$ cat config.mk
export PLATFORM = sky130hd
export DESIGN_NAME = crc32_msb_first_byte_stream_core
export DESIGN_NICKNAME = d
export VERILOG_FILES = /design/src/crcms_pkg.sv /design/src/crcms_step.sv /design/src/crc32_msb_first_byte_stream_core.sv
export SDC_FILE = /design/constraint.sdc
export NUM_CORES = 1
export LEC_CHECK = 0
export BUFFER_PORTS_ARGS = -buffer_cell sky130_fd_sc_hd__buf_2
export CAP_MARGIN = 20
export CORE_MARGIN = 10
export CORE_UTILIZATION = 35
export CTS_BUF_LIST = sky130_fd_sc_hd__clkbuf_8
export CTS_CLUSTER_DIAMETER = 150
export DETAILED_ROUTE_END_ITERATION = 8
export PLACE_DENSITY = 0.59
export SLEW_MARGIN = 20
export SYNTH_ARGS = -nofsm -noshare
export SYNTH_HDL_FRONTEND = slang
export SYNTH_HIERARCHICAL = 1
export SYNTH_SLANG_ARGS = --single-unit
$ cat constraint.sdc
create_clock -name clock -period 5.35 [get_ports clock]
set_input_delay 0.535 -clock clock [delete_from_list [all_inputs] [get_ports clock]]
set_output_delay 0.535 -clock clock [all_outputs]
set_load 0.01 [all_outputs]
$ cat src/crcms_pkg.sv
// crcms_pkg: types, constants and the per-byte polynomial term for the byte stream crc core
// no dependencies; imported by crcms_step, crc32_msb_first_byte_stream_core and tb
package crcms_pkg;

   localparam int unsigned CRC_W     = 32;
   localparam int unsigned BYTE_W    = 8;
   localparam int unsigned CNT_W     = 3;
   localparam int unsigned PACK_BYTES = 4;

   localparam logic [CRC_W-1:0] RESET_POLY = 32'h04C1_1DB7;
   localparam logic [CRC_W-1:0] TOP_BIT    = 32'h8000_0000;
   localparam logic [CNT_W-1:0] CNT_FULL   = 3'd4;

   typedef enum logic [CNT_W-1:0] {
      SLOT_B3 = 3'd0,
      SLOT_B2 = 3'd1,
      SLOT_B1 = 3'd2,
      SLOT_B0 = 3'd3
   } slot_type;

   typedef struct packed {
      logic [CRC_W-1:0] acc;
      logic [CNT_W-1:0] count;
   } crc_state_type;

   // eight msb-first shift/xor steps on a byte placed in the top of the word
   function automatic logic [CRC_W-1:0] byte_term(input logic [BYTE_W-1:0] idx,
                                                  input logic [CRC_W-1:0]  poly);
      logic [CRC_W-1:0] v;
      v = {idx, {(CRC_W-BYTE_W){1'b0}}};
      for (int s = 0; s < BYTE_W; s++) begin
         if ((v & TOP_BIT) != '0) begin
            v = {v[CRC_W-2:0], 1'b0} ^ poly;
         end else begin
            v = {v[CRC_W-2:0], 1'b0};
         end
      end
      return v;
   endfunction

endpackage

$ cat src/crcms_step.sv
// crcms_step: combinational next-state and result for one message byte
// depends on crcms_pkg (state type, byte_term)
module crcms_step (
   input  crcms_pkg::crc_state_type   cur_state,
   input  logic [7:0]                 data_byte,
   input  logic [31:0]                poly,
   output crcms_pkg::crc_state_type   next_state,
   output logic [31:0]                result
);
   import crcms_pkg::*;

   logic [CRC_W-1:0] placed;
   logic [CRC_W-1:0] packed_word;
   logic [CRC_W-1:0] shifted;

   always_comb begin
      placed = '0;
      case (cur_state.count)
         SLOT_B3: placed = {data_byte, 24'h0};
         SLOT_B2: placed = {8'h0, data_byte, 16'h0};
         SLOT_B1: placed = {16'h0, data_byte, 8'h0};
         SLOT_B0: placed = {24'h0, data_byte};
         default: placed = '0;
      endcase
   end

   assign packed_word = cur_state.acc | placed;
   assign shifted = {cur_state.acc[CRC_W-BYTE_W-1:0], data_byte}
                    ^ byte_term(cur_state.acc[CRC_W-1 -: BYTE_W], poly);

   always_comb begin
      if (cur_state.count < CNT_FULL) begin
         result           = packed_word;
         next_state.acc   = (cur_state.count == SLOT_B0) ? ~packed_word : packed_word;
         next_state.count = cur_state.count + 3'd1;
      end else begin
         result           = ~shifted;
         next_state.acc   = shifted;
         next_state.count = cur_state.count;
      end
   end

endmodule

$ cat src/crc32_msb_first_byte_stream_core.sv
// crc32_msb_first_byte_stream_core: byte-serial msb-first crc-32 with configurable polynomial
// depends on crcms_pkg and crcms_step
//
//  channel  | direction | payload
//  ---------+-----------+--------------------------------------------
//  req_     | in        | tdata[7:0] data byte, tlast last byte of message
//  rsp_     | out       | tdata[31:0] crc value, one per message
//  csr_     | in        | wdata[31:0] polynomial, reset 0x04C11DB7
//
//  one byte per cycle while no last byte waits on a stalled result; req to rsp is registered
//  the input register feeds one combinational byte update into the accumulator
//  and the result register; a stalled result only holds back a last byte
//  reset (synchronous) clears the accumulator, byte count and both valids, and reloads the polynomial
module crc32_msb_first_byte_stream_core (
   input  logic        clock,
   input  logic        reset,
   input  logic        req_tvalid,
   output logic        req_tready,
   input  logic [7:0]  req_tdata,   // [7:0] data_byte
   input  logic        req_tlast,
   output logic        rsp_tvalid,
   input  logic        rsp_tready,
   output logic [31:0] rsp_tdata,   // [31:0] crc_value
   input  logic        csr_valid,
   output logic        csr_ready,
   input  logic [31:0] csr_wdata
);
   import crcms_pkg::*;

   logic              in_valid_ff, in_valid_in;
   logic [BYTE_W-1:0] in_byte_ff;
   logic              in_last_ff;
   logic [CRC_W-1:0]  poly_ff;
   crc_state_type     state_ff, state_in;
   crc_state_type     step_state;
   logic [CRC_W-1:0]  step_result;
   logic              out_valid_ff, out_valid_in;
   logic [CRC_W-1:0]  out_data_ff;
   logic              out_free;
   logic              in_advance;

   assign out_free   = !out_valid_ff || rsp_tready;
   assign in_advance = in_valid_ff && (!in_last_ff || out_free);
   assign req_tready = !in_valid_ff || in_advance;
   assign csr_ready  = 1'b1;

   crcms_step u_step (
      .cur_state (state_ff),
      .data_byte (in_byte_ff),
      .poly      (poly_ff),
      .next_state(step_state),
      .result    (step_result)
   );

   always_comb begin
      in_valid_in = in_valid_ff;
      if (req_tvalid && req_tready) begin
         in_valid_in = 1'b1;
      end else if (in_advance) begin
         in_valid_in = 1'b0;
      end
   end

   always_comb begin
      state_in = state_ff;
      if (in_advance) begin
         if (in_last_ff) begin
            state_in = '0;
         end else begin
            state_in = step_state;
         end
      end
   end

   always_comb begin
      out_valid_in = out_valid_ff;
      if (in_advance && in_last_ff) begin
         out_valid_in = 1'b1;
      end else if (rsp_tready) begin
         out_valid_in = 1'b0;
      end
   end

   always_ff @(posedge clock) begin
      if (reset) begin
         in_valid_ff  <= 1'b0;
         out_valid_ff <= 1'b0;
         state_ff     <= '0;
         poly_ff      <= RESET_POLY;
      end else begin
         in_valid_ff  <= in_valid_in;
         out_valid_ff <= out_valid_in;
         state_ff     <= state_in;
         if (csr_valid && csr_ready) begin
            poly_ff <= csr_wdata;
         end
      end
   end

   always_ff @(posedge clock) begin
      if (req_tvalid && req_tready) begin
         in_byte_ff <= req_tdata;
         in_last_ff <= req_tlast;
      end
      if (in_advance && in_last_ff) begin
         out_data_ff <= step_result;
      end
   end

   assign rsp_tvalid = out_valid_ff;
   assign rsp_tdata  = out_data_ff;

`ifndef SYNTHESIS
   a_count_sat: assert property (@(posedge clock) disable iff (reset)
      state_ff.count <= CNT_FULL)
      else $error("byte count above saturation");

   a_last_clears: assert property (@(posedge clock) disable iff (reset)
      (in_advance && in_last_ff) |=> (state_ff.count == '0 && state_ff.acc == '0))
      else $error("state not cleared after last byte");

   a_last_gives_rsp: assert property (@(posedge clock) disable iff (reset)
      (in_advance && in_last_ff) |=> rsp_tvalid)
      else $error("last byte produced no response");

   a_stall_only_last: assert property (@(posedge clock) disable iff (reset)
      (in_valid_ff && !in_advance) |-> (in_last_ff && rsp_tvalid && !rsp_tready))
      else $error("input stage stalled without a blocked response");
`endif

endmodule

# --- Word-level counts from Yosys, hierarchy flattened ---
# Index checks and enable logic that the tools add are counted.
word_totals:
  inputBits: 46
  regBits: 110
  out_inout_bits: 35
  word_cells: 56
classes:
  mux: 17
  addsub: 1
  n_eq_ne: 3
  magnitude_cmp: 1
  n_bitwise: 12
  n_reduce_logical: 14
op_table:
  columns: ["op", "count"]
  rows:
  - ["two-way mux 32 bit", 10]
  - ["XOR 32 bit", 9]
  - ["case mux 32 bit (4 select lines)", 1]
  - ["two-way mux 35 bit", 2]
  - ["inverter 32 bit", 2]
  - ["OR 32 bit", 1]
  - ["== test 3 x 2 -> 1 bit (second input constant)", 2]
  - ["nonzero test 2 bit", 3]
  - ["two-way mux 1 bit", 4]
  - ["adder 3 x 1 -> 3 bit (second input constant)", 1]
  - ["== test 3 x 1 -> 1 bit (second input constant)", 1]
  - ["logical AND 1 bit", 3]
  - ["zero test 1 bit", 3]
  - ["zero test 3 bit", 1]
  - ["logical OR 1 bit", 3]
  - ["less-than comparator 3 bit (second input constant)", 1]
  - ["AND reduction 2 bit", 1]

# --- Logic depth before layout (Yosys ltp) ---
depth:
  ltp_word: 19
  ltp_mapped: 17

# --- Hierarchy ---
# The synthesis kept the hierarchy.
by_module_without_submodules:
  columns: ["mod", "instances", "cells_each", "area_per_inst_um2"]
  rows:
  - ["crcms_step", 1, 912, 6413.7]
  - ["crc32_msb_first_byte_stream_core", 1, 238, 3570.9]

# --- Least setup slack after synthesis ---
# OpenSTA, ideal clock, no wires.
synth_timing:
  path_type: "register -> register"
  start: "reg state_ff[33] (netlist name)"
  end: "reg state_ff[32] (netlist name)"
  arrival_time_ps: 3809
  stages_incl_launch_ff: 15
  synth_period_minus_slack_ps: 3926
  setup_time_ps: 117
  required_ps: 5233
  setup_slack_ps: 1424
  cell_sequence: "dfxtp_1 -> buf_6 -> nand2b_1 -> a311oi_2 -> mux2i_1 -> xor3_1 -> xnor3_1 -> a32o_1 -> nor3_1 -> buf_2 -> buf_6 -> o21ai_2 -> xnor3_1 -> mux2_2 -> a22o_1"
synth_rtl:
  columns: ["element", "line_no", "text"]
  rows:
  - ["start: declaration", "crc32_msb_first_byte_stream_core.sv:34", "crc_state_type state_ff, state_in;"]
  - ["start signal: assignment", "crc32_msb_first_byte_stream_core.sv:93", "state_ff <= state_in;"]

==> metrics.md <==
| Metric | Value |
|---|---|
| Highest metal used | `met4` |
| CTS buffer count | `9` |
| RSZ-0062 raised after global routing | `no` |
| Crit path max-delay cell type | `dfxtp_1` |
| P_sw | `between 0.8 and 0.9 mW` |
| Final net count | `between 1,000 and 1,500` |
| Placement Rows | `61` |
| Switch share | `between 30% and 40%` |
| Ratio of cells with drive above 1 in the final layout | `15.7%` |
| CP Capture Type | `flip-flop` |
| GRT Residual Overflow | `0` |
| Reg power frac | `between 40% and 50%` |
| Diode count | `0` |
| CTS H-Tree Depth | `3` |
| F_max | `between 0.2 and 0.25 GHz` |
| Total Power | `roughly 2.3 mW` |
| Most frequent cells in the layout | `nand2_1 (186), xnor2_1 (146), buf_2 (78)` |
| Max-Cap Viols | `0` |
| GRT Total Usage | `between 10% and 20%` |
| DRC viols | `0` |
| Ports | `81` |
| Least-Margin Pin Slew | `between 0.9 and 1 ns` |
| Asr flop ratio synth | `0%` |
| Leak Pwr | `4.22 nW` |
| Drt wl/cell | `approximately 20 um` |
| Synthesized area | `9980 um2` |
| Setup violations, final | `0` |
| Hold Path Class | `input port to flip-flop` |
| P per Cell Area | `215 nW/um2` |
| Setup bufs post-CTS | `0` |
| Die Ht | `189 um` |
| Crit path largest cell delay | `approximately 0.83 ns` |
| Seq cells post-synth | `110` |
| DR vias/cell | `roughly 5.6` |
| Tmin final | `roughly 4.8 ns` |
| Worst-case clock buffer depth | `2` |
| Dpl hpwl | `roughly 21 mm` |
| Comb power frac | `roughly a third` |
| Number of enable flip-flop cells after synthesis | `a little over 40` |
| Final RePlAce weighted congestion | `slightly above 0.9` |
| DRT iter0 DRCs | `between 700 and 800` |
| Crit path max fanout | `22` |
| Initial antenna violation count | `0` |
| Synthesized area per cell | `8.68 um2` |
| Critical Path RT | `around 5.7 ns` |
| CTS sink cnt | `110` |
| Area leader, netlist | `dfxtp_1` |
| Area grow syn2layout | `8.36%` |
| IO buf count | `79` |
| Post-synthesis net count | `1,200` |
| Setup CP Type | `flip-flop to flip-flop` |
| M1 WL | `13.3 mm` |
| Relative slew slack | `around a third` |
| Cell variety after synth | `75` |
| Antenna Nets Post-Route | `0` |
| Status | `finished, final reports clean` |
| Placed insts | `about 1,500` |
| Cell chain of the critical path | `nor4bb_1, a311oi_2, mux2i_1, xor3_1, a31oi_2, o211a_1, o221ai_1, and4b_1, or4_1, xnor3_1, mux2_2, a22o_1` |
| Initial Util | `between 30 and 40%` |
| Worst-Skew Late Latency | `around 0.4 ns` |
| Fin Hold WS | `0.297 ns` |
| Commonest non-fill, non-tap cell in the layout | `nand2_1` |
| Hold-fix buffers at CTS | `0` |
| Setup TNS | `0 ns` |
| Non-filler cells, final | `roughly 1,500` |
| CTS tree | `built` |
| First-pass GRT wire length | `about 48 mm` |
| Synth Flop Type | `dfxtp_1` |
| Top cell type's share of synthesized area | `around 14%` |
| Die Area | `35,700 um2` |
| CP arrival | `5.11 ns` |
| Largest net degree at the start of global routing | `47` |
| VDD IR max | `around 0.00014 V` |
| Vias | `about 8,600` |
| Core footprint | `approximately 28,000 um2` |
| Top cells by area, synth | `dfxtp_1 (14%), xnor2_1 (13%), edfxtp_1 (12%)` |
| Fin util | `38.7%` |
| P_int | `about 1.5 mW` |
| Seq/Total Area, Yosys | `approximately a quarter` |
| Metal3 WL | `~1.4 mm` |
| Met2 Routed Length | `approximately 14 mm` |
| Vias in the first global route | `8,395` |
| Final period utilization | `about nine tenths` |
| Clk root buf | `clkbuf_8` |
| Setup crit start kind | `flip-flop` |
| Hold Vio Cnt, Final | `0` |
| DIE WIDTH | `around 190 um` |
| Post-Synthesis Cells | `1,150` |
| CTS clk-pin slew, worst paths | `roughly 0.13 ns` |
| Drt total wl | `slightly above 30 mm` |
| Max-slew violations | `0` |
| Clock Power Share | `26.2%` |
| Iteration count of the initial detailed-routing pass | `5` |
| YS warnings | `6` |
| Cts repair resizes | `0` |
| Final setup skew | `a little over 0.02 ns` |
registers in the layout, indices dropped and copies added (netlist names):
| signal | count |
|---|---|
| in_valid_ff | 1 |
| in_last_ff | 1 |
| in_byte_ff | 8 |
| poly_ff | 32 |
| rsp_tdata | 32 |
| state_ff | 35 |
| rsp_tvalid | 1 |
power groups by stage:
stage / sequential [mW] / clock [mW] / combinational [mW]
3_3_place_gp: 0.996 / 0 / 0.721
6_report: 0.978 / 0.610 / 0.738
5_1_grt: 0.986 / 0.647 / 0.798
2_1_floorplan: 0.943 / 0 / 0.595
4_1_cts: 0.978 / 0.624 / 0.733
3_5_place_dp: 0.996 / 0 / 0.729
kinds of logic after synthesis:
kind of cell,synth area share (%)
AO/OA/AOI/OAI,20.4
other,0.0376
XOR/XNOR,23.5
adder cells (fa/ha/maj),0.501
multiplexers,8.07
AND/OR/NAND/NOR,15.7
buffers and inverters,5.63
flip-flops,26.2
worst max-delay path, delay by kind of cell (launching register included):
kind,cells,cell delay (ns)
simple gates,3,0.93
flops,1,0.83
compound gates,5,1.75
xor+xnor,2,0.65
mux,2,0.57
synth_stat cells, types with 4 or more instances:
cell type / number
o21ai_1: 27
o32ai_1: 4
nand2_1: 186
edfxtp_1: 41
and2_1: 7
a22o_1: 36
dfxtp_1: 69
o31ai_1: 5
o211ai_1: 28
nor2b_1: 20
nor3b_1: 4
mux2_2: 28
buf_6: 7
nor3_1: 6
clkbuf_1: 78
nand2b_1: 11
or2_2: 4
a211oi_1: 7
mux2i_1: 49
a21o_1: 5
xnor3_1: 29
buf_1: 5
or4_1: 5
o211a_1: 4
xnor2_1: 148
a32oi_1: 21
buf_4: 4
o21ai_0: 14
nand3_1: 13
inv_1: 7
xor2_1: 39
nand4_1: 6
o311ai_1: 17
and3_1: 9
a21oi_1: 52
buf_2: 22
ha_1: 4
nor2_1: 46
o22ai_1: 17
a32o_1: 4
a211o_1: 15
metrics by stage:
step	worst slack, ns	area [um2]
2_1_floorplan	1.42	9980
6_report	0.544	10800
5_1_grt	0.142	10800
4_1_cts	0.598	10800
3_5_place_dp	0.626	10600
3_3_place_gp	0.710	10600
layout make-up:
cell class | count | area (um2)
tap | 378 | 473
inverter | 7 | 26.3
fill | 2889 | 17100
sequential | 110 | 2610
timing repair buffer | 107 | 633
multi-input combinational | 916 | 6840
clock buffer | 9 | 124
clock inverter | 7 | 105
final timing paths:
path | start | end | slack (ns) | cells after the start
worst min-delay path | req_tdata[3] | in_byte_ff[3] | 0.30 | 1
worst min register to register | state_ff[11] | state_ff[11] | 0.53 | 1
worst max-delay path | state_ff[33] | state_ff[28] | 0.54 | 12
worst max register to register | state_ff[33] | state_ff[28] | 0.54 | 12
metal layers:
metal,vias up,track usage (%)
li1,4102,-
met1,4107,20.8
met2,298,27.7
met3,65,2.09
met4,0,9.34
met5,-,0
(Power assumes the default switching activity.)
